<file path="src/rtl/stwe_pkg.sv">
// Shared types and constants of the subscription table with expiry.
package stwe_pkg;

    localparam int TYPE_W      = 10;
    localparam int INST_W      = 22;
    localparam int PROC_W      = 32;
    localparam int RCPT_W      = 16;
    localparam int LIFE_W      = 32;
    localparam int OUT_IDX_W   = 4;
    localparam int MAX_NOTES   = 16;
    localparam int NOTE_CW     = $clog2(MAX_NOTES + 1);
    localparam int IN_TDATA_W  = 152;
    localparam int OUT_TDATA_W = 120;
    localparam int CFG_ADDR_W  = 3;
    localparam int CFG_DATA_W  = 32;

    localparam logic [TYPE_W-1:0] NOTIFY_TYPE_RESET = TYPE_W'(3);

    typedef enum logic [1:0] {
        OP_SUBSCRIBE = 2'd0,
        OP_TICK      = 2'd1,
        OP_CHANGE    = 2'd2,
        OP_NONE      = 2'd3
    } t_op;

    typedef enum logic [1:0] {
        KIND_ACK  = 2'd0,
        KIND_ERR  = 2'd1,
        KIND_NOTE = 2'd2,
        KIND_DONE = 2'd3
    } t_kind;

    typedef enum logic [1:0] {
        RSN_UNKNOWN = 2'd0,
        RSN_NORES   = 2'd1,
        RSN_NOSUB   = 2'd2
    } t_reason;

    typedef enum logic [1:0] {
        ST_IDLE,
        ST_WALK,
        ST_FINISH
    } t_state;

    typedef struct packed {
        logic [TYPE_W-1:0] obj_type;
        logic [INST_W-1:0] inst;
        logic [PROC_W-1:0] process;
        logic [RCPT_W-1:0] recipient;
        logic              confirmed;
        logic [LIFE_W-1:0] lifetime;
    } t_entry;

    typedef struct packed {
        t_entry            entry;
        logic              cancel;
        logic              known;
        logic [LIFE_W-1:0] elapsed;
    } t_req;

    typedef struct packed {
        logic capture;
        logic rd_en;
        logic ev_en;
        logic finish;
    } t_cmd;

    typedef struct packed {
        logic ev_block;
        logic out_free;
    } t_status;

endpackage

</file>
<file path="src/rtl/stwe_dp.sv">
// Datapath: entry memory, valid and pending bits, request latch and result register.
module stwe_dp #(
    parameter  int ENTRIES = 16,
    localparam int IW      = (ENTRIES > 1) ? $clog2(ENTRIES) : 1
) (
    input  logic                          i_clk,
    input  logic                          i_rst_n,
    input  stwe_pkg::t_cmd                i_cmd,
    input  logic [IW-1:0]                 i_rd_idx,
    input  logic [IW-1:0]                 i_ev_idx,
    input  stwe_pkg::t_op                 i_in_op,
    input  stwe_pkg::t_req                i_in_req,
    input  logic [stwe_pkg::TYPE_W-1:0]   i_notify_type,
    input  logic                          i_out_ready,
    output stwe_pkg::t_status             o_status,
    output logic                          o_out_valid,
    output stwe_pkg::t_kind               o_out_kind,
    output stwe_pkg::t_reason             o_out_reason,
    output logic [stwe_pkg::OUT_IDX_W-1:0] o_out_idx,
    output stwe_pkg::t_entry              o_out_entry,
    output logic                          o_out_last
);
    import stwe_pkg::*;

    t_entry               r_mem [ENTRIES];
    t_entry               r_rd_data;
    logic [ENTRIES-1:0]   r_valid;
    logic [ENTRIES-1:0]   r_pending;
    t_req                 r_req;
    t_op                  r_op;
    logic                 r_match_found;
    logic                 r_free_found;
    logic [IW-1:0]        r_match_idx;
    logic [IW-1:0]        r_free_idx;
    logic [NOTE_CW-1:0]   r_notes;

    logic                 r_out_valid;
    t_kind                r_out_kind;
    t_reason              r_out_reason;
    logic [OUT_IDX_W-1:0] r_out_idx;
    t_entry               r_out_entry;
    logic                 r_out_last;

    logic                 ev_v;
    logic                 ev_p;
    logic                 hit_sub;
    logic                 hit_chg;
    logic [LIFE_W-1:0]    new_life;
    logic                 tick_note;
    logic                 out_free;
    t_entry               tick_entry;
    logic                 req_ok;
    t_kind                fin_kind;
    t_reason              fin_reason;
    logic                 fin_write;
    logic                 fin_cancel;
    logic [IW-1:0]        fin_idx;
    logic                 we;
    logic [IW-1:0]        waddr;
    t_entry               wdata;

    assign ev_v = r_valid[i_ev_idx];
    assign ev_p = r_pending[i_ev_idx];

    assign hit_sub = ev_v && (r_rd_data.obj_type == r_req.entry.obj_type)
                     && (r_rd_data.inst == r_req.entry.inst)
                     && (r_rd_data.process == r_req.entry.process);
    assign hit_chg = ev_v && (r_rd_data.obj_type == i_notify_type)
                     && (r_rd_data.inst == r_req.entry.inst);

    assign new_life = (r_rd_data.lifetime >= r_req.elapsed) ?
                      (r_rd_data.lifetime - r_req.elapsed) : '0;

    assign tick_note = (r_op == OP_TICK) && ev_v && ev_p
                       && (r_notes < NOTE_CW'(MAX_NOTES));
    assign out_free  = !r_out_valid || i_out_ready;

    assign o_status.ev_block = tick_note && !out_free;
    assign o_status.out_free = out_free;

    always_comb begin
        tick_entry          = r_rd_data;
        tick_entry.lifetime = new_life;
    end

    assign req_ok = (r_req.entry.obj_type == i_notify_type) && r_req.known;

    always_comb begin
        fin_kind   = KIND_ACK;
        fin_reason = RSN_UNKNOWN;
        fin_write  = 1'b0;
        fin_cancel = 1'b0;
        fin_idx    = r_free_idx;
        case (r_op)
            OP_SUBSCRIBE: begin
                if (!req_ok) begin
                    fin_kind   = KIND_ERR;
                    fin_reason = RSN_UNKNOWN;
                end else if (r_match_found) begin
                    fin_idx = r_match_idx;
                    if (r_req.cancel) begin
                        fin_cancel = 1'b1;
                    end else begin
                        fin_write = 1'b1;
                    end
                end else if (!r_free_found) begin
                    fin_kind   = KIND_ERR;
                    fin_reason = RSN_NORES;
                end else if (r_req.cancel) begin
                    fin_kind   = KIND_ERR;
                    fin_reason = RSN_NOSUB;
                end else begin
                    fin_write = 1'b1;
                end
            end
            default: begin
                fin_kind = KIND_DONE;
            end
        endcase
    end

    assign we    = (i_cmd.ev_en && (r_op == OP_TICK) && ev_v) || (i_cmd.finish && fin_write);
    assign waddr = i_cmd.finish ? fin_idx : i_ev_idx;
    assign wdata = i_cmd.finish ? r_req.entry : tick_entry;

    always_ff @(posedge i_clk) begin
        if (we) begin
            r_mem[waddr] <= wdata;
        end
        if (i_cmd.rd_en) begin
            r_rd_data <= r_mem[i_rd_idx];
        end
    end

    always_ff @(posedge i_clk) begin
        if (!i_rst_n) begin
            r_valid       <= '0;
            r_pending     <= '0;
            r_match_found <= 1'b0;
            r_free_found  <= 1'b0;
            r_match_idx   <= '0;
            r_free_idx    <= '0;
            r_notes       <= '0;
            r_out_valid   <= 1'b0;
        end else begin
            if (i_cmd.capture) begin
                r_match_found <= 1'b0;
                r_free_found  <= 1'b0;
                r_notes       <= '0;
            end
            if (i_cmd.ev_en) begin
                case (r_op)
                    OP_SUBSCRIBE: begin
                        if (hit_sub && !r_match_found) begin
                            r_match_found <= 1'b1;
                            r_match_idx   <= i_ev_idx;
                        end
                        if (!ev_v && !r_free_found) begin
                            r_free_found <= 1'b1;
                            r_free_idx   <= i_ev_idx;
                        end
                    end
                    OP_TICK: begin
                        if (ev_v && (new_life == '0)) begin
                            r_valid[i_ev_idx] <= 1'b0;
                        end
                        if (tick_note) begin
                            r_pending[i_ev_idx] <= 1'b0;
                            r_notes             <= r_notes + NOTE_CW'(1);
                        end
                    end
                    OP_CHANGE: begin
                        if (hit_chg) begin
                            r_pending[i_ev_idx] <= 1'b1;
                        end
                    end
                    default: begin
                    end
                endcase
            end
            if (i_cmd.finish) begin
                if (fin_cancel) begin
                    r_valid[fin_idx]   <= 1'b0;
                    r_pending[fin_idx] <= 1'b0;
                end
                if (fin_write) begin
                    r_valid[fin_idx]   <= 1'b1;
                    r_pending[fin_idx] <= 1'b1;
                end
            end
            if ((i_cmd.ev_en && tick_note) || i_cmd.finish) begin
                r_out_valid <= 1'b1;
            end else if (i_out_ready) begin
                r_out_valid <= 1'b0;
            end
        end
    end

    always_ff @(posedge i_clk) begin
        if (i_cmd.capture) begin
            r_req <= i_in_req;
            r_op  <= i_in_op;
        end
        if (i_cmd.ev_en && tick_note) begin
            r_out_kind   <= KIND_NOTE;
            r_out_reason <= RSN_UNKNOWN;
            r_out_idx    <= OUT_IDX_W'(i_ev_idx);
            r_out_entry  <= tick_entry;
            r_out_last   <= 1'b0;
        end else if (i_cmd.finish) begin
            r_out_kind   <= fin_kind;
            r_out_reason <= fin_reason;
            r_out_idx    <= '0;
            r_out_entry  <= '0;
            r_out_last   <= 1'b1;
        end
    end

    assign o_out_valid  = r_out_valid;
    assign o_out_kind   = r_out_kind;
    assign o_out_reason = r_out_reason;
    assign o_out_idx    = r_out_idx;
    assign o_out_entry  = r_out_entry;
    assign o_out_last   = r_out_last;

endmodule

</file>
<file path="src/rtl/stwe_ctrl.sv">
// Controller: accepts a word, walks the table one entry per cycle while not stalled and closes with a final result.
module stwe_ctrl #(
    parameter  int ENTRIES = 16,
    localparam int IW      = (ENTRIES > 1) ? $clog2(ENTRIES) : 1
) (
    input  logic                i_clk,
    input  logic                i_rst_n,
    input  logic                i_in_valid,
    input  stwe_pkg::t_status   i_status,
    output logic                o_in_ready,
    output stwe_pkg::t_cmd      o_cmd,
    output logic [IW-1:0]       o_rd_idx,
    output logic [IW-1:0]       o_ev_idx
);
    import stwe_pkg::*;

    localparam int CW = $clog2(ENTRIES + 1);

    t_state        r_state;
    t_state        n_state;
    logic [CW-1:0] r_rd_cnt;
    logic [CW-1:0] n_rd_cnt;
    logic          r_ev_vld;
    logic          n_ev_vld;
    logic [IW-1:0] r_ev_idx;
    logic [IW-1:0] n_ev_idx;
    logic          rd_go;

    always_ff @(posedge i_clk) begin
        if (!i_rst_n) begin
            r_state  <= ST_IDLE;
            r_rd_cnt <= '0;
            r_ev_vld <= 1'b0;
            r_ev_idx <= '0;
        end else begin
            r_state  <= n_state;
            r_rd_cnt <= n_rd_cnt;
            r_ev_vld <= n_ev_vld;
            r_ev_idx <= n_ev_idx;
        end
    end

    assign rd_go = (r_rd_cnt != CW'(ENTRIES));

    always_comb begin
        n_state    = r_state;
        n_rd_cnt   = r_rd_cnt;
        n_ev_vld   = r_ev_vld;
        n_ev_idx   = r_ev_idx;
        o_in_ready = 1'b0;
        o_cmd      = '0;
        case (r_state)
            ST_IDLE: begin
                o_in_ready = 1'b1;
                if (i_in_valid) begin
                    o_cmd.capture = 1'b1;
                    n_rd_cnt      = '0;
                    n_ev_vld      = 1'b0;
                    n_state       = ST_WALK;
                end
            end
            ST_WALK: begin
                if (!(r_ev_vld && i_status.ev_block)) begin
                    o_cmd.ev_en = r_ev_vld;
                    o_cmd.rd_en = rd_go;
                    n_ev_vld    = rd_go;
                    n_ev_idx    = r_rd_cnt[IW-1:0];
                    if (rd_go) begin
                        n_rd_cnt = r_rd_cnt + CW'(1);
                    end else if (!r_ev_vld) begin
                        n_state = ST_FINISH;
                    end
                end
            end
            ST_FINISH: begin
                if (i_status.out_free) begin
                    o_cmd.finish = 1'b1;
                    n_state      = ST_IDLE;
                end
            end
            default: begin
                n_state = ST_IDLE;
            end
        endcase
    end

    assign o_rd_idx = r_rd_cnt[IW-1:0];
    assign o_ev_idx = r_ev_idx;

endmodule

</file>
<file path="src/rtl/subscription_table_with_expiry.sv">
// Top level of the subscription table with expiry: ports, configuration register, assertions.
//
//   channel   direction  handshake                 contents
//   s_axis    in         s_axis_tvalid/tready      one operation word
//   m_axis    out        m_axis_tvalid/tready      ack, error, notifications, done
//   apb       in/out     psel, penable, pready     notify_object_type register
//
// Every word walks all ENTRIES slots, one slot a cycle through the single read port of the
// entry memory, while the output side keeps up. A stalled output holds the walk on the entry
// that has a notification ready. Reset is synchronous and active low; it clears all valid
// and pending bits at once.
module subscription_table_with_expiry #(
    parameter int ENTRIES = 16
) (
    input  logic                               i_clk,
    input  logic                               i_rst_n,
    input  logic                               s_axis_tvalid,
    output logic                               s_axis_tready,
    // object_type, object_instance, process_id, cancel_request, confirmed,
    // lifetime, recipient, object_known, elapsed_time, zero fill
    input  logic [stwe_pkg::IN_TDATA_W-1:0]    s_axis_tdata,
    // operation
    input  logic [1:0]                         s_axis_tuser,
    output logic                               m_axis_tvalid,
    input  logic                               m_axis_tready,
    // error_reason, entry_index, notify_recipient, notify_process, notify_type,
    // notify_instance, time_remaining, notify_confirmed, zero fill
    output logic [stwe_pkg::OUT_TDATA_W-1:0]   m_axis_tdata,
    // result_kind
    output logic [1:0]                         m_axis_tuser,
    output logic                               m_axis_tlast,
    input  logic                               psel,
    input  logic                               penable,
    input  logic                               pwrite,
    input  logic [stwe_pkg::CFG_ADDR_W-1:0]    paddr,
    input  logic [stwe_pkg::CFG_DATA_W-1:0]    pwdata,
    output logic [stwe_pkg::CFG_DATA_W-1:0]    prdata,
    output logic                               pready
);
    import stwe_pkg::*;

    localparam int IW = (ENTRIES > 1) ? $clog2(ENTRIES) : 1;

    logic [TYPE_W-1:0]    r_notify_type;
    t_req                 in_req;
    t_op                  in_op;
    t_cmd                 cmd;
    t_status              status;
    logic [IW-1:0]        rd_idx;
    logic [IW-1:0]        ev_idx;
    t_kind                out_kind;
    t_reason              out_reason;
    logic [OUT_IDX_W-1:0] out_idx;
    t_entry               out_entry;

    assign pready = 1'b1;

    always_ff @(posedge i_clk) begin
        if (!i_rst_n) begin
            r_notify_type <= NOTIFY_TYPE_RESET;
        end else if (psel && penable && pwrite && pready && !paddr[2]) begin
            r_notify_type <= pwdata[TYPE_W-1:0];
        end
    end

    assign prdata = paddr[2] ? '0 : CFG_DATA_W'(r_notify_type);

    assign in_op                  = t_op'(s_axis_tuser);
    assign in_req.entry.obj_type  = s_axis_tdata[9:0];
    assign in_req.entry.inst      = s_axis_tdata[31:10];
    assign in_req.entry.process   = s_axis_tdata[63:32];
    assign in_req.cancel          = s_axis_tdata[64];
    assign in_req.entry.confirmed = s_axis_tdata[65];
    assign in_req.entry.lifetime  = s_axis_tdata[97:66];
    assign in_req.entry.recipient = s_axis_tdata[113:98];
    assign in_req.known           = s_axis_tdata[114];
    assign in_req.elapsed         = s_axis_tdata[146:115];

    stwe_ctrl #(
        .ENTRIES (ENTRIES)
    ) u_ctrl (
        .i_clk      (i_clk),
        .i_rst_n    (i_rst_n),
        .i_in_valid (s_axis_tvalid),
        .i_status   (status),
        .o_in_ready (s_axis_tready),
        .o_cmd      (cmd),
        .o_rd_idx   (rd_idx),
        .o_ev_idx   (ev_idx)
    );

    stwe_dp #(
        .ENTRIES (ENTRIES)
    ) u_dp (
        .i_clk         (i_clk),
        .i_rst_n       (i_rst_n),
        .i_cmd         (cmd),
        .i_rd_idx      (rd_idx),
        .i_ev_idx      (ev_idx),
        .i_in_op       (in_op),
        .i_in_req      (in_req),
        .i_notify_type (r_notify_type),
        .i_out_ready   (m_axis_tready),
        .o_status      (status),
        .o_out_valid   (m_axis_tvalid),
        .o_out_kind    (out_kind),
        .o_out_reason  (out_reason),
        .o_out_idx     (out_idx),
        .o_out_entry   (out_entry),
        .o_out_last    (m_axis_tlast)
    );

    assign m_axis_tuser = out_kind;
    assign m_axis_tdata = {1'b0, out_entry.confirmed, out_entry.lifetime, out_entry.inst,
                           out_entry.obj_type, out_entry.process, out_entry.recipient,
                           out_idx, out_reason};

`ifndef SYNTHESIS
    // The block works on one word at a time.
    a_one_at_a_time: assert property (@(posedge i_clk) disable iff (!i_rst_n)
        s_axis_tvalid && s_axis_tready |=> !s_axis_tready)
        else $error("input taken while a word is still in work");

    // Only the closing result of a word is marked last.
    a_last_marks_end: assert property (@(posedge i_clk) disable iff (!i_rst_n)
        m_axis_tvalid |-> (m_axis_tlast == (m_axis_tuser != KIND_NOTE)))
        else $error("last flag does not match result kind");

    // Error reason is zero on all but error results.
    a_reason_only_on_error: assert property (@(posedge i_clk) disable iff (!i_rst_n)
        m_axis_tvalid && (m_axis_tuser != KIND_ERR) |-> m_axis_tdata[1:0] == RSN_UNKNOWN)
        else $error("error reason set on a non-error result");
`endif

endmodule

</file>
<file path="config.mk">
export PLATFORM = sky130hd
export DESIGN_NAME = subscription_table_with_expiry
export DESIGN_NICKNAME = d
export VERILOG_FILES = /design/src/rtl/stwe_pkg.sv /design/src/rtl/stwe_dp.sv /design/src/rtl/stwe_ctrl.sv /design/src/rtl/subscription_table_with_expiry.sv
export SDC_FILE = /design/constraint.sdc
export NUM_CORES = 2
export LEC_CHECK = 0
export BUFFER_PORTS_ARGS = -buffer_cell sky130_fd_sc_hd__buf_2
export CAP_MARGIN = 0
export CORE_MARGIN = 1.5
export CORE_UTILIZATION = 39
export CTS_CLUSTER_SIZE = 12
export DETAILED_ROUTE_END_ITERATION = 7
export PLACE_DENSITY = 0.58
export SYNTH_ARGS = -nofsm -noshare
export SYNTH_HDL_FRONTEND = slang
export SYNTH_SLANG_ARGS = --single-unit
</file>
<file path="constraint.sdc">
create_clock -name i_clk -period 13.8 [get_ports i_clk]
set_input_delay 0.69 -clock i_clk [delete_from_list [all_inputs] [get_ports i_clk]]
set_output_delay 0.69 -clock i_clk [all_outputs]
set_load 0.1 [all_outputs]
</file>
==> summary.md <==
| Metric | Value |
|---|---|
| Die boundary height | `~480 µm` |
| Remaining DRCs | `0` |
| CTS tree | `done` |
| Die span in x | `between 400 and 500 µm` |
| Post-DP HPWL | `approximately 120 mm` |
| Area of the placeable core | `227100 µm²` |
| Longest Clk Path Bufs | `3` |
| Setup ws final | `7.719 ns` |
| Share of power burned in registers | `54.5%` |
| Area growth syn-to-layout | `15.25%` |
| Top fanout value on the critical path | `38` |
| Cell type with the largest total area after synthesis | `edfxtp_1` |
| Vias/cell | `~5.5` |
| Slew @ Worst Pin | `between 1 and 1.5 ns` |
| Routed via count | `approximately 45000` |
| Total of fill cells in the finished design | `between 15000 and 20000` |
| CTS Buf Count | `about 230` |
| Synth Flop Type | `edfxtp_1` |
| Worst Hold Margin | `between 0.06 and 0.07 ns` |
| Starting density of the core | `approximately 39%` |
| Share of the synthesized area in compound gates (AO/OA/AOI/OAI) | `under 10%` |
| Number of DRC markers in iteration 0 | `around 4500` |
| Share of synthesized cell area in and, or, nand and nor gates | `between 4 and 5%` |
| Fraction of post-synthesis cell area in the top cell type by area | `between 70% and 80%` |
| Multiplexer area fraction after synthesis | `between 10 and 15%` |
| Number of buffers added to fix hold violations after cts | `143` |
| Die area | `between 200000 and 250000 µm²` |
| Fin Clk Skew | `about 0.05 ns` |
| Type of the worst min-delay path | `input port to register` |
| Number of clock sinks | `around 2300` |
| Number of cells upsized or downsized after cts | `0` |
| Initial antenna violation count | `8` |
| Number of unique standard cell types used by synthesis | `90` |
| Relative contribution of combinational cells to total power | `4.8%` |
| Leakage power total | `approximately 33 nW` |
| Number of synthesized register bits | `between 2000 and 2500` |
| Setup Slack @ Placement | `between 7 and 8 ns` |
| Fraction of final layout cells with drive strength greater than 1 | `between 20% and 30%` |
| Switching share of power | `about 22%` |
| Final weighted congestion in routability-driven placement | `0.8285` |
| Total wirelength of the detailed-routed design | `between 200 and 250 mm` |
| Proportion of synthesized flip-flops having asynchronous set or reset | `0%` |
| Overall overflow remaining after global route | `0` |
| Final Setup Violations | `0` |
| # Max-Cap Violations | `0` |
| Power density of the placed cells | `around 140 nW/µm²` |
| Worst rel slew slack | `approximately 24%` |
| Sequential share of the synthesized area | `around 75%` |
| IO Count | `354` |
| Arrival time at the worst endpoint | `~6.5 ns` |
| Netlist area before placement | `between 80000 and 90000 µm²` |
| Clock input transition at the sequential cells of the worst setup and hold paths | `0.06 ns` |
| Worst-Skew Late Latency | `around 0.86 ns` |
| Hold violation total from the final report | `0` |
| Mapped Cells | `4436` |
| Post-route core utilization | `a little under half` |
| Number of enable flip-flop cells after synthesis | `2187` |
| Worst EP required | `14.26 ns` |
| Cell-internal power | `approximately 0.011 W` |
| Endpoint class of the critical path | `register` |
| Routed len/inst | `about 28 µm` |
| Highest clock rate | `around 160 MHz` |
| Clock period minus worst slack | `approximately 6.1 ns` |
| Post-Synthesis Mean Instance Area | `20.06 µm²` |
| Most repeated cell in the gate-level netlist after synthesis | `edfxtp_1` |
| Number of warning messages in the yosys log | `0` |
| Clock H-tree levels | `4` |
| Detail Route Antenna Nets | `0` |
| Xor and xnor fraction of the mapped netlist area | `around 1.0%` |
| Leading cell types by count after synthesis | `edfxtp_1, mux4_2, nand2_1, clkbuf_1, nor2_1` |
| Overall power | `between 0.01 and 0.015 W` |
| Final critical-path share of the clock period | `roughly 44%` |
| Post-CTS Repair Setup Buffers | `0` |
| Port Buffer Count | `300` |
| Number of global-route vias before repair | `around 46000` |
| Count of nets after finishing | `roughly 5200` |
| Net Switching | `between 0.003 and 0.004 W` |
| Setup Total Neg Slack | `0 ns` |
| Clock network fraction of total power | `roughly 40%` |
| Outcome | `completed` |
| FP Rows | `~180` |
| Area share of fa/ha/maj cells after synthesis | `less than 1%` |
| Clk root buf | `clkbuf_16` |
| Unrepaired setup endpoints after global routing | `false` |
| Startpoint class of the critical path | `register` |
| Synth area leaders | `edfxtp_1, mux4_2, dfxtp_1` |
| GRT Total Usage | `just under 20%` |
| Setup CP Type | `register to register` |
| Maximum number of pins on one net before global-route repair | `142` |
| IR Drop Worst-Case VDD | `roughly 0.11 mV` |
| Wire length of the first global-routing pass | `approximately 320 mm` |
| Pre-Repair DR Iteration Count | `6` |
| Max-slew violation count | `0` |
| Dominant combinational cell family by area after synthesis | `multiplexers` |
==> cells in the final DEF, fill, tap and decap left out, drive strengths merged, types with 4 or more instances in the layout <==
cell type / n
edfxtp: 2187
mux4: 566
buf: 399
nand2: 395
clkbuf: 294
dlygate4sd3: 143
nor2: 127
and2: 97
dfxtp: 75
o21ai: 72
clkinv: 72
a21oi: 64
nand3: 60
inv: 60
xor2: 55
xnor2: 51
nand4: 43
ha: 38
o31ai: 34
mux2i: 31
nor4: 25
conb: 24
o211ai: 23
nand2b: 22
nor2b: 20
and3: 14
nor3: 13
o21a: 12
o2111ai: 11
a211oi: 11
or2: 11
a21o: 8
mux2: 7
o22ai: 7
o21bai: 6
or3: 5
nand4b: 5
clkinvlp: 4
or4: 4
==> flip-flops by register name (all words and copies together), names as in the netlist, 2 cells and up <==
name               cells
u_dp.r_op              2
u_dp.r_mem          1808
r_notify_type         10
u_dp.r_pending        16
u_dp.r_valid          16
u_ctrl.r_rd_cnt        5
u_dp.r_rd_data       113
u_dp.r_free_idx        4
u_dp.o_out_reason      2
u_dp.r_notes           5
u_ctrl.r_state         2
u_ctrl.o_ev_idx        4
u_dp.r_match_idx       4
u_dp.r_req           147
u_dp.o_out_entry     113
u_dp.o_out_kind        2
u_dp.o_out_idx         4
==> power by group through the flow <==
stage | logic, W | clock network (W) | registers (W)
2_1_floorplan | 0.000444 | 0 | 0.00777
3_3_place_gp | 0.000643 | 0 | 0.00780
3_5_place_dp | 0.000653 | 0 | 0.00780
4_1_cts | 0.000688 | 0.00583 | 0.00765
5_1_grt | 0.000735 | 0.00608 | 0.00766
6_report | 0.000680 | 0.00571 | 0.00765
==> area by class of cell <==
type,count,area (µm²),share of cell area [%]
Antenna cell,1,2.502,0.002440
Clock buffer,294,6026,5.875
Clock inverter,89,721.9,0.7038
Inverter,50,195.2,0.1903
Multi-Input combinational cell,1907,20800,20.28
Sequential cell,2262,67190,65.50
Tap cell,3009,3765,3.670
Timing Repair Buffer,542,3876,3.779
==> worst max-delay path, stage by stage, from the launching register on <==
cell and delay, ns:
edfxtp_1 0.40, inv_1 0.10, ha_1 0.30, nand3_1 0.10, or4_1 0.56, nor4_1 0.79
nor2_1 0.28, nor2_1 0.21, nand3_1 0.20, nor2_4 0.41, buf_4 0.65, buf_4 0.78
buf_4 0.78
==> final timing paths <==
path	from	slack, ns	end	depth (start not counted)
min	pwdata[8]	0.07	r_notify_type[8]$_SDFFE_PN0P_	3
max reg2reg	u_dp.r_op[1]$_DFFE_PP_	7.72	u_dp.r_mem[1][18]$_DFFE_PP_	12
min reg2reg	u_dp.r_notes[3]$_SDFF_PN0_	0.49	u_dp.r_notes[3]$_SDFF_PN0_	2
max	u_dp.r_op[1]$_DFFE_PP_	7.72	u_dp.r_mem[1][18]$_DFFE_PP_	12
==> per-stage QoR <==
stage,area (µm²),std cells
finish,102600,8154
global route,102600,8153
CTS,102600,8153
global placement,94390,7627
detailed placement,94390,7627
floorplan,89080,4458
==> layer usage <==
metal	GRT usage, %	wire length (µm)
met1	27.74	98880
met2	31.23	108800
met3	2.821	13760
met4	3.894	3687
met5	0	0
==> logic make-up (layout without fill, tap and decap cells) <==
| family | count (synthesis) | in the layout |
|---|---|---|
| AOI/OAI and AO/OA | 281 | 281 |
| adders and majority gates | 39 | 39 |
| buffers and inverters | 289 | 975 |
| xor gates and xnor gates | 106 | 106 |
| muxes | 604 | 604 |
| and+or+nand+nor | 853 | 853 |
| other | 2 | 25 |
| DFF | 2262 | 2262 |
(Power assumes the default switching activity.)
